$ cat src/hci_pkg.sv
// Package for the RGB to hue / chroma / intensity converter.
// Shared widths, fixed-point constants and the CORDIC arctangent table.
// No dependencies.
package hci_pkg;

    // Default channel and hue widths
    localparam int HCI_CHANNEL_BITS = 8;
    localparam int HCI_HUE_BITS     = 16;

    // Fraction bits on chroma and intensity
    localparam int HCI_FRAC_BITS = 4;

    // CORDIC cell count and vector scaling (Q30)
    localparam int HCI_CORDIC_STEPS = 28;
    localparam int HCI_Q            = 30;

    // sqrt(3) in Q30
    localparam logic [30:0] HCI_SQRT3_Q30 = 31'd1859775393;

    // Half a turn in the 32-bit angle accumulator
    localparam logic [31:0] HCI_HALF_TURN = 32'h8000_0000;

    // atan(2^-i) in units of 2pi/2^32
    localparam logic [31:0] HCI_ATAN_TURNS [HCI_CORDIC_STEPS] = '{
        32'd536870912, 32'd316933406, 32'd167458907, 32'd85004756,
        32'd42667331,  32'd21354465,  32'd10679838,  32'd5340245,
        32'd2670163,   32'd1335087,   32'd667544,    32'd333772,
        32'd166886,    32'd83443,     32'd41722,     32'd20861,
        32'd10430,     32'd5215,      32'd2608,      32'd1304,
        32'd652,       32'd326,       32'd163,       32'd81,
        32'd41,        32'd20,        32'd10,        32'd5
    };

endpackage

$ cat src/hci_sqrt_cell.sv
// One digit cell of the bitwise integer square root, registered. Cells past
// the last root digit only carry the partial result along. Uses hci_pkg.
module hci_sqrt_cell
    import hci_pkg::*;
#(
    parameter int VW     = 2 * (HCI_CHANNEL_BITS + HCI_FRAC_BITS),
    parameter int STEP   = 0,
    parameter bit ACTIVE = 1'b1
)(
    input  logic          clk,
    input  logic          en,
    input  logic [VW-1:0] rem_in,
    input  logic [VW-1:0] root_in,
    output logic [VW-1:0] rem_out,
    output logic [VW-1:0] root_out
);
    logic [VW-1:0] rem_next;
    logic [VW-1:0] root_next;
    logic [VW-1:0] rem_reg;
    logic [VW-1:0] root_reg;

    generate
        if (ACTIVE)
        begin : g_digit
            localparam logic [VW-1:0] DIGIT_BIT = {{(VW-1){1'b0}}, 1'b1} << (VW - 2 - 2*STEP);
            logic [VW-1:0] trial;

            // Subtract the trial value when it fits and set this root digit
            always_comb
            begin
                trial = root_in + DIGIT_BIT;
                if (rem_in >= trial)
                begin
                    rem_next  = rem_in - trial;
                    root_next = (root_in >> 1) + DIGIT_BIT;
                end
                else
                begin
                    rem_next  = rem_in;
                    root_next = root_in >> 1;
                end
            end
        end
        else
        begin : g_carry
            always_comb
            begin
                rem_next  = rem_in;
                root_next = root_in;
            end
        end
    endgenerate

    always_ff @(posedge clk)
    begin
        if (en)
        begin
            rem_reg  <= rem_next;
            root_reg <= root_next;
        end
    end

    assign rem_out  = rem_reg;
    assign root_out = root_reg;
endmodule

$ cat config.mk
export PLATFORM = sky130hd
export DESIGN_NAME = hci_sqrt_cell
export DESIGN_NICKNAME = d
export VERILOG_FILES = /design/src/hci_pkg.sv /design/src/hci_sqrt_cell.sv
export SDC_FILE = /design/constraint.sdc
export NUM_CORES = 1
export LEC_CHECK = 0
export ABC_AREA = 1
export BUFFER_PORTS_ARGS = -buffer_cell sky130_fd_sc_hd__buf_4
export CORE_MARGIN = 2
export CORE_UTILIZATION = 52
export CTS_CLUSTER_DIAMETER = 30
export CTS_CLUSTER_SIZE = 40
export DETAILED_ROUTE_END_ITERATION = 10
export HOLD_SLACK_MARGIN = 0.1
export PLACE_DENSITY = 0.84
export SLEW_MARGIN = 20
export SYNTH_ARGS = -nofsm -noshare
export SYNTH_HDL_FRONTEND = slang
export SYNTH_SLANG_ARGS = --single-unit
$ cat constraint.sdc
create_clock -name clk -period 2.1 [get_ports clk]
set_input_delay 0 -clock clk [delete_from_list [all_inputs] [get_ports clk]]
set_output_delay 0 -clock clk [all_outputs]
set_load 0.005 [all_outputs]
# --- Word level (Yosys, flattened, before mapping) ---
# Index checks and enable logic that the tools add are counted.
# Widths: inputs -> output; s select.
word_totals:
  register_bits: 48
  output_inout_bits: 48
op_classes:
  mux: 2
  addsub: 3
  magnitude_cmp: 1
ops:
  columns: ["cell", "count"]
  rows:
  - ["$add 23x23->24 const B", 1]
  - ["$add 24x23->24 const B", 1]
  - ["$ge 24x24->1", 1]
  - ["$mux 24", 1]
  - ["$sub 24x24->24", 1]
  - ["$mux 23", 1]

# --- Logic depth before layout (Yosys ltp) ---
# Gate-level depths: netlist of run 1.
depth:
  word_depth: 3
  depth_mapped: 14
  mapped_depth_nobuf: 14

# --- Worst setup path before layout of run 1 ---
# No wires, ideal clock.
synth_path:
  path_kind: "in2reg"
  from: "in rem_in[0]"
  to: "reg rem_reg[11] (netlist: rem_out[11]), data pin"
  required_ns: 1.847
  path_stages: 12
  arrival_time_ns: 1.464
  slack_ns: 0.383
  setup_ns: 0.253
  cell_sequence: "inv_1 -> ha_1 -> fa_1 -> inv_1 -> nand3_1 -> nand3_1 -> nand2_1 -> nand3_1 -> nand2_4 -> clkbuf_1 -> nand4_1 -> nand2_1"
synth_via:
  elab_chain_len: 2
synth_rtl:
  columns: ["item", "line_no", "rtl"]
  rows:
  - ["start: declaration", "hci_sqrt_cell.sv:12", "input logic [VW-1:0] rem_in,"]
  - ["$sub 24x24->24 / $ge 24x24->1 (equally long branches)", "hci_sqrt_cell.sv:34, hci_sqrt_cell.sv:32", null]
  - ["$mux 24 (*)", "hci_sqrt_cell.sv:32", "if (rem_in >= trial)"]
  - ["via rem_next[11]", "hci_sqrt_cell.sv:17", "logic [VW-1:0] rem_next;"]
  - ["end signal: assignment", "hci_sqrt_cell.sv:58", "rem_reg <= rem_next;"]
  - ["end: declaration", "hci_sqrt_cell.sv:19", "logic [VW-1:0] rem_reg;"]
# The timed path passes the listed nets; every way through them passes the cells marked *.
# A chain may end at the register's enable or synchronous reset.

# --- Worst setup path in the final report of run 1 ---
layout_path:
  from: "in root_in[17]"
  to: "reg rem_reg[12] (netlist: rem_out[12]), data pin"
layout_via:
  elab_chain_len: 3
layout_rtl:
  columns: ["item", "line_no", "rtl"]
  rows:
  - ["start: declaration", "hci_sqrt_cell.sv:13", "input logic [VW-1:0] root_in,"]
  - ["$add 24x23->24", "hci_sqrt_cell.sv:31", "trial = root_in + DIGIT_BIT;"]
  - ["$ge 24x24->1", "hci_sqrt_cell.sv:32", null]
  - ["$mux 24", "hci_sqrt_cell.sv:32", null]
  - ["via rem_next[12]", "hci_sqrt_cell.sv:17", null]
# The timed path passes the listed nets, and every way through them passes these cells.

==> results_dict.tcl, run 1 <==
set metrics [dict create \
    status "complete, no violations" \
    syn_area_per_cell_um2 7.177 \
    synth-main-ff-cell "edfxtp_1" \
    synth_top_family_by_area "simple AND/OR/NAND/NOR gates" \
    grt_usage_pct 29.08 \
    top_usage_layer "met2" \
    clock-sinks 48 \
    wl_per_cell_um 15.19 \
    synth.distinct_cells 29 \
    synth_commonest_cells "nand2_1 (188), inv_1 (116), edfxtp_1 (48), nor2_1 (31), nand3_1 (26)" \
    use_met1_pct 37.97 \
    crit_type "in -> reg" \
    clk_path_buf_depth 2 \
    gr-total-overflow 0 \
    ys_warn_count 0 \
    rows 31 \
    first_global_vias 3727 \
    synth.area.top_cells "edfxtp_1 (38%), nand2_1 (19%), inv_1 (12%)" \
    die_x_um 89.20 \
    synth-edff-count 48 \
    power.density_nw_per_um2 551.4 \
    multi_input_area_um2 2014 \
    route.detailed.drc 0 \
    muxShareOfSynthArea_pct 0 \
    numPortBuffers 97 \
    synth_top_cell_by_area "edfxtp_1" \
    synthXorXnorAreaFrac_pct 2.320 \
    p_leak_nw 2.773 \
    first_pass_iters 6 \
    synth.net_count 601 \
    use_met3_pct 4.247 \
    slew_headroom_pct 57.23 \
    areaGrowthSynthToFinish_pct 43.32 \
    htree_levels 2 \
    start_util_pct 52.89 \
    fillers 541 \
    place_hpwl_um 8142 \
    routed_wl_um 11820 \
    core-area_um2 7137 \
    detail_route.iter0.violations 245 \
    preCtsSetupSlack_ns 0.1579 \
    viasPerCell 5.135 \
    die_area_um2 7957 \
    grt_pass1_wl_um 17500 \
    post-synth-top-count-cell "nand2_1" \
    cp-end-kind "register" \
    drive_above_1_share_pct 24.30 \
    layout.nets 753 \
    worstPathRequired_ns 2.15 \
    synth_area_um2 3775 \
    hold_viol_final 0 \
    worst_setup_path_start_kind "primary input" \
    synth-simple-area-share_pct 33.84 \
    async_flop_share_pct 0 \
    postSynthCellCount 526 \
    ant_nets 0 \
    place.gp.congestion 0.9433 \
    synth_top_area_share_pct 38.18 \
    hp-class "in -> reg" \
    cts_tree "yes" \
    num_vias 3995 \
    drv_cap 0 \
    antenna_found_initial 0 \
    grt.met2_usage_pct 50.37 \
    synth-compound-area-share_pct 3.447 \
    critPathMaxFanout 26 \
    seqCellArea_um2 1441 \
    ys_seq_elements 48 \
    path_clk_slew_ns 0.10 \
    ys_seq_area_share_pct 38.18 \
    grt_max_degree 49 \
    fin_crit_sh_pct 97.00 \
    cts_root_buffer "clkbuf_8" \
    peakVddDrop_uv 336.8 \
    io_pins 98 \
    synth_fa_ha_area_share_pct 8.485 \
    diodes 0 \
    setup_slack_ns 0.06294 \
    die_h_um 89.20 \
    numCtsBuffers 5 \
    finalMaxSlewViolations 0 \
    fmax_mhz 490.9 \
    setup_viol 0 \
    tightest_slew_ns 0.6415 \
    crit_arrival_ns 2.09 \
    hold_slack_ns 0.1271 \
    post-route-min-period_ns 2.037 \
]
final cells by class:
class | count | area share, %
Multi-Input combinational cell | 348 | 37.23
Timing Repair Buffer | 152 | 23.68
Sequential cell | 48 | 26.64
Inverter | 123 | 8.534
Clock inverter | 3 | 0.3469
Tap cell | 99 | 2.290
Clock buffer | 5 | 1.272
worst max-delay path, cell delays in order:
cell and delay, ns:
dlygate4sd3_1 0.53, buf_4 0.13, inv_1 0.06, ha_2 0.30
nand2_1 0.08, nand2_1 0.09, nand2_1 0.10, a21oi_2 0.06
nor2_2 0.10, buf_4 0.16, nand3_4 0.10, buf_12 0.17
nand2_1 0.08, o21ai_0 0.11
final timing paths:
kind | start | endpoint | slack (ns) | cells past startpoint
max | root_in[17] | rem_out[12]$_DFFE_PP_ | 0.06 | 14
min | rem_in[1] | rem_out[1]$_DFFE_PP_ | 0.13 | 3
routing by layer:
layer / part of all wire [%] / vias up
met5: 0 / -
met4: 2.8 / 0
met3: 6.8 / 29
met2: 49 / 202
met1: 41 / 1820
li1: - / 1944
registers in the layout (all words and copies together), names as in the netlist:
signal,cells
root_out,24
rem_out,24
per-stage QoR:
| step | power [W] | TNS [ns] | utilization, % | std cells | cell area [um^2] |
|---|---|---|---|---|---|
| after floorplan | 0.001831 | 0 | - | 526 | 3775 |
| after detailed placement | 0.002272 | 0 | 65.23 | 723 | 4656 |
| after CTS | 0.002905 | 0 | 72.91 | 777 | 5204 |
| after global placement | 0.002250 | 0 | 65.23 | 723 | 4656 |
| after global routing | 0.003155 | -0.01221 | 75.81 | 778 | 5410 |
| final | 0.002983 | 0 | 75.81 | 778 | 5410 |
layout by cell type (no fill, tap or decap), types with 2 or more instances in the layout:
| cell type | n |
|---|---|
| nand3_1 | 25 |
| inv_1 | 115 |
| a21oi_1 | 11 |
| nand3b_1 | 3 |
| nor2_1 | 29 |
| o21ai_0 | 14 |
| dlygate4sd3_1 | 46 |
| nand3_4 | 2 |
| nor2_2 | 3 |
| xnor2_1 | 2 |
| nor3_1 | 2 |
| nand2_1 | 182 |
| ha_1 | 8 |
| nor2_4 | 3 |
| edfxtp_1 | 48 |
| ha_4 | 11 |
| clkinv_1 | 3 |
| nand3_2 | 10 |
| clkinvlp_4 | 2 |
| clkbuf_8 | 5 |
| inv_2 | 6 |
| nand4_1 | 17 |
| buf_12 | 2 |
| buf_4 | 104 |
| ha_2 | 5 |
| xor2_1 | 8 |
| nand2_2 | 7 |
what timing repair did:
item                       in CTS  in global routing
setup endpoints to repair       0                 26
hold buffers                   46                  0
hold endpoints to repair       47                  0
buffers inserted                0                  1
resized for setup               0                 34
report_power, final:
group	internal [W]	switching [W]
Clock	0.000231	0.000332
Sequential	0.00120	0.0000356
Combinational	0.000550	0.000634
cell families (layout without fill, tap and decap cells):
logic type / Yosys count / count (layout)
compound gates: 26 / 26
xor+xnor: 10 / 10
simple gates: 287 / 287
flops: 48 / 48
fa+ha+maj: 25 / 25
buf+inv: 130 / 283
(Power assumes the default switching activity.)
==> inputs of run 2 (changes only) <==
--- a/config.mk
+++ b/config.mk
@@ -8,12 +8,12 @@
 export ABC_AREA = 1
 export BUFFER_PORTS_ARGS = -buffer_cell sky130_fd_sc_hd__buf_4
 export CORE_MARGIN = 2
-export CORE_UTILIZATION = 52
+export CORE_UTILIZATION = 40
 export CTS_CLUSTER_DIAMETER = 30
 export CTS_CLUSTER_SIZE = 40
 export DETAILED_ROUTE_END_ITERATION = 10
 export HOLD_SLACK_MARGIN = 0.1
-export PLACE_DENSITY = 0.84
+export PLACE_DENSITY = 0.68
 export SLEW_MARGIN = 20
 export SYNTH_ARGS = -nofsm -noshare
 export SYNTH_HDL_FRONTEND = slang
==> run 2 against run 1 <==
Compared with the run above:
- combinational power is 11% higher
- sequential share of layout area is 1.3 points lower
- clock power is 2% lower
- first-iteration DRC count is 13% lower
- wire length is 3.0% lower
- maximum frequency is 2.1% lower
- non-clock buffer count is 12 higher
- worst setup slack worse by 0.043 ns
- critical path type unchanged
- highest routed layer unchanged
==> results_dict.tcl, run 2 (synthesized netlist as in run 1, its figures left out) <==
set metrics [dict create \
    status "complete, no violations" \
    first_pass_iters 5 \
    fin_crit_sh_pct 99.07 \
    layout.nets 765 \
    place_area_um2 4671 \
    path_clk_slew_ns 0.09 \
    rows 35 \
    cts_root_buffer "clkbuf_8" \
    crit_arrival_ns 2.12 \
    critPathMaxFanout 6 \
    tightest_slew_ns 0.6273 \
    setup_slack_ns 0.01954 \
    num_vias 3858 \
    drive_above_1_share_pct 29.28 \
    clock-sinks 48 \
    final.setup.tns_ns 0 \
    drv_cap 0 \
    grt_usage_pct 21.61 \
    gr-total-overflow 0 \
    p_sw_share_pct 33.11 \
    place.gp.congestion 0.8512 \
    grt_max_degree 49 \
    wl_per_cell_um 14.32 \
    fmax_mhz 480.7 \
    power.density_nw_per_um2 543.1 \
    areaGrowthSynthToFinish_pct 50.85 \
    detail_route.iter0.violations 212 \
    critPathTopFamily "buffers and inverters" \
    layout_common_cells "nand2_1 (173), buf_4 (113), inv_1 (106), edfxtp_1 (48), dlygate4sd3_1 (44)" \
    core-area_um2 9196 \
    cp.depth 14 \
    p_leak_nw 2.891 \
    setup_viol 0 \
    path_buf_inv 6 \
    clk_path_buf_depth 2 \
    final_cell_area_um2 5694 \
    die_h_um 101.1 \
    slowest_stage "dlygate4sd3_1" \
    p_clk_share_pct 17.9 \
    p_int_w 0.002069 \
    finalMaxSlewViolations 0 \
    startpoint "root_in[19]" \
    peakVddDrop_uv 290.8 \
    grt_pass1_wl_um 17270 \
    htree_levels 2 \
    hold_viol_final 0 \
    first_global_vias 3642 \
    numCtsBuffers 5 \
    post-route-min-period_ns 2.080 \
    antenna_found_initial 0 \
    routed_wl_um 11470 \
    numPortBuffers 97 \
    die_area_um2 10230 \
    path_cells "dlygate4sd3_1 -> buf_4 -> inv_4 -> ha_4 -> nand2_2 -> nand2_2 -> inv_1 -> a21oi_1 -> nor2_1 -> buf_4 -> nand3_4 -> clkbuf_16 -> nand2_1 -> o21ai_0" \
    preCtsSetupSlack_ns 0.1552 \
    route.detailed.drc 0 \
    hp-class "in -> reg" \
    start_util_pct 41.05 \
    crit_type "in -> reg" \
    slowest_delay_ns 0.54 \
    worstPathRequired_ns 2.14 \
    crit_path_end "rem_out[5]$_DFFE_PP_" \
    viasPerCell 4.816 \
    p_switching_w 0.001024 \
    layout_commonest_cell "nand2_1" \
    worst_setup_path_start_kind "primary input" \
    die_x_um 101.1 \
    cts_tree "yes" \
    io_pins 98 \
    cp-end-kind "register" \
    slew_headroom_pct 58.18 \
    ant_nets 0 \
    place_hpwl_um 8087 \
    min_from "rem_in[7]" \
    hold_slack_ns 0.1079 \
    pwr-share-seq_pct 39.9 \
    fillers 808 \
    comb_power_share_pct 42.2 \
    diodes 0 \
]
## run 2: tightest hold or removal path, cell delays in order
cell	delay [ns]
buf_4	0.12
inv_1	0.04
o21ai_1	0.07
## run 2: area by class of cell
type                       count  area (um^2)  share of cell area, %
tap                          111        138.9                  2.439
clock inverter                 1        5.005                0.08789
sequential                    48         1441                  25.31
multi-input combinational    348         2142                  37.62
inverter                     123        466.7                  8.196
clock buffer                   6        72.57                  1.274
timing repair buffer         164         1428                  25.07
## run 2: how the worst min path moves through the flow
stage	endpoint	slack (ns)	depth (start not counted)
after floorplan	root_out[0]$_DFFE_PP_	0.1	0
after global placement	root_out[4]$_DFFE_PP_	0.19	1
after detailed placement	root_out[1]$_DFFE_PP_	0.19	1
after CTS	rem_out[7]$_DFFE_PP_	0.10	3
after global routing	rem_out[7]$_DFFE_PP_	0.11	3
final	rem_out[7]$_DFFE_PP_	0.11	3
## run 2: timing repair
| action | 4_1_cts | 5_1_grt |
|---|---|---|
| gates resized for setup | 0 | 76 |
| buffers inserted | 0 | 11 |
| endpoints found under the setup margin | 0 | 26 |
| hold buffers | 44 | 1 |
| hold endpoints to repair | 45 | 1 |
## run 2: per-stage QoR
step                      instances  utilization (%)  total power, W
after floorplan                 526                -        0.001831
after global placement          735            50.79        0.002263
after detailed placement        735            50.79        0.002271
after CTS                       786            56.42        0.002898
after global routing            801            61.92        0.003295
final                           801            61.92        0.003093
## run 2: layer usage
metal  routed length (um)  share of wire [%]  GRT usage, %  vias up
met5                    0                  0             0        -
met4                  139                1.2         5.094        0
met3                  504                4.4         2.415       13
met2                 5452                 48         36.42      120
met1                 5376                 47         29.90     1759
li1                     -                  -             -     1966
## run 2: power by group through the flow
stage / registers [W] / logic [W] / clock network (W)
final: 0.00123 / 0.00131 / 0.000553
after global routing: 0.00124 / 0.00144 / 0.000613
after CTS: 0.00123 / 0.00109 / 0.000579
after detailed placement: 0.00125 / 0.00102 / 0
after global placement: 0.00125 / 0.00101 / 0
after floorplan: 0.00127 / 0.000564 / 0
==> inputs of run 3 (changes only) <==
--- a/config.mk
+++ b/config.mk
@@ -13,7 +13,7 @@
 export CTS_CLUSTER_SIZE = 40
 export DETAILED_ROUTE_END_ITERATION = 10
 export HOLD_SLACK_MARGIN = 0.1
-export PLACE_DENSITY = 0.68
+export PLACE_DENSITY_LB_ADDON = 0.2
 export SLEW_MARGIN = 20
 export SYNTH_ARGS = -nofsm -noshare
 export SYNTH_HDL_FRONTEND = slang
==> run 3 against run 2 <==
Compared with the run above:
- maximum frequency grew 6.5%
- highest routed layer unchanged
- first-iteration DRC count grew 7.5%
- critical path type unchanged
- sequential cell count is the same
- power shrank 1.3%
- wire length shrank 2.9%
- largest cell class unchanged
- combinational power shrank 14%
- cell count shrank 1.4%
- sequential power is essentially flat
- global-route usage grew 0.57 points
- sequential share of layout area grew 1.5 points
- count of clock-buffer cells in the layout shrank 1
- final area shrank 5.5%
==> results_dict.tcl, run 3 (synthesized netlist as in run 1, its figures left out) <==
set metrics [dict create \
    detail_route.iter0.violations 228 \
    setup_viol 0 \
    die_h_um 101.1 \
    p_leak_nw 2.798 \
    peakVddDrop_uv 282.6 \
    drive_above_1_share_pct 22.53 \
    fmax_mhz 512.1 \
    rsz0062_at_grt "false" \
    setup_slack_ns 0.1473 \
    hold_path_end "root_out[0]$_DFFE_PP_" \
    final_cell_area_um2 5379 \
    viasPerCell 4.784 \
    grt_pass1_wl_um 17600 \
    numCtsBuffers 5 \
    preCtsSetupSlack_ns 0.07922 \
    first_global_vias 3592 \
    status "complete, no violations" \
    worstPathRequired_ns 2.18 \
    route.detailed.drc 0 \
    wl_per_cell_um 14.10 \
    hold_viol_final 0 \
    rows 35 \
    power.density_nw_per_um2 567.4 \
    numPortBuffers 97 \
    grt_usage_pct 22.18 \
    finalMaxSlewViolations 0 \
    areaGrowthSynthToFinish_pct 42.49 \
    path_clk_slew_ns 0.10 \
    crit_type "in -> reg" \
    post-route-min-period_ns 1.953 \
    die_x_um 101.1 \
    cts_tree "yes" \
    worst_setup_path_start_kind "primary input" \
    clock-sinks 48 \
    critPathMaxFanout 4 \
    antenna_found_initial 0 \
    place_area_um2 4651 \
    core-area_um2 9196 \
    crit_arrival_ns 2.03 \
    routed_wl_um 11140 \
    first_pass_iters 5 \
    grt_max_degree 49 \
    start_util_pct 41.05 \
    drv_cap 0 \
    fin_crit_sh_pct 92.99 \
    die_area_um2 10230 \
    slew_headroom_pct 57.36 \
    hold_depth 1 \
    place_hpwl_um 8213 \
    htree_levels 2 \
    clk_path_buf_depth 2 \
    layout_common_cells "nand2_1 (186), inv_1 (116), buf_4 (103), edfxtp_1 (48), dlygate4sd3_1 (47)" \
    place.gp.congestion 0.8719 \
    cts_root_buffer "clkbuf_8" \
    layout.nets 753 \
    tightest_slew_ns 0.6396 \
    gr-total-overflow 0 \
    final.setup.tns_ns 0 \
    num_vias 3779 \
    ant_nets 0 \
    cp-end-kind "register" \
    hp-class "in -> reg" \
    io_pins 98 \
    min_from "en" \
    layout_commonest_cell "nand2_1" \
    diodes 0 \
]
-- run 3: cell types whose count changed in the layout (fill, tap and decap cells not counted), moves of 3 or more --
cell / previous run / this run
dlygate4sd3_1: 44 / 47
clkbuf_16: 3 / 0
o21ai_0: 11 / 14
ha_4: 17 / 9
ha_1: 4 / 15
o21ai_1: 3 / 0
inv_2: 13 / 5
nand2_4: 6 / 1
ha_2: 3 / 0
nand2_1: 173 / 186
nand2_2: 11 / 3
buf_4: 113 / 103
inv_1: 106 / 116
-- run 3: critical path: stages --
cell and delay, ns:
dlygate4sd3_1 0.54, buf_4 0.11, inv_1 0.05, ha_4 0.29, nand2_2 0.08, nor2_1 0.24, nand3_1 0.17, nand3_1 0.20
nand2_1 0.13, nand2_1 0.08, nand2_1 0.05, nand3_2 0.05, nand2_1 0.04
-- run 3: cell type report --
type | count | area [um^2]
clock buffer | 5 | 68.82
clock inverter | 3 | 37.54
fill | 871 | 3817
inverter | 123 | 461.7
multi-input combinational | 348 | 1956
sequential | 48 | 1441
tap | 111 | 138.9
timing repair buffer | 152 | 1275
-- run 3: metal layers --
metal  GRT usage [%]  wire [um]
met1           31.20       5148
met2           36.42       5103
met3           2.692        697
met4           5.613        187
met5               0          0
-- run 3: worst max-delay path by stage --
stage / end / slack (ns) / start / cells past startpoint
CTS: rem_out[9]$_DFFE_PP_ / 0.01 / rem_in[18] / 12
global route: rem_out[17]$_DFFE_PP_ / 0.01 / root_in[3] / 15
finish: rem_out[18]$_DFFE_PP_ / 0.15 / root_in[7] / 13
detailed placement: rem_out[9]$_DFFE_PP_ / 0.08 / rem_in[0] / 13
global placement: rem_out[10]$_DFFE_PP_ / 0.15 / rem_in[16] / 11
floorplan: rem_out[11]$_DFFE_PP_ / 0.38 / rem_in[0] / 12
-- run 3: per-stage QoR --
step / util (%) / hold WS [ns] / cells / total power (W)
after floorplan: - / 0.09887 / 526 / 0.001831
after global routing: 58.49 / 0.2693 / 790 / 0.003246
after detailed placement: 50.57 / 0.1886 / 734 / 0.002266
final: 58.49 / 0.2433 / 790 / 0.003052
after CTS: 56.84 / 0.2289 / 789 / 0.003024
after global placement: 50.57 / 0.1884 / 734 / 0.002258
-- run 3: report_power, final --
part | total, W | internal [W] | switching, W
Combinational | 0.00113 | 0.000528 | 0.000603
Sequential | 0.00123 | 0.00120 | 0.0000320
Clock | 0.000689 | 0.000348 | 0.000341
Total | 0.00305 | 0.00208 | 0.000976
-- run 3: repair_timing --
| action | 4_1_cts | 5_1_grt |
|---|---|---|
| setup endpoints to repair | 0 | 26 |
| gates resized for setup | 0 | 23 |
| hold buffers | 47 | 0 |
| setup buffers | 0 | 1 |
| hold endpoints to repair | 48 | 0 |
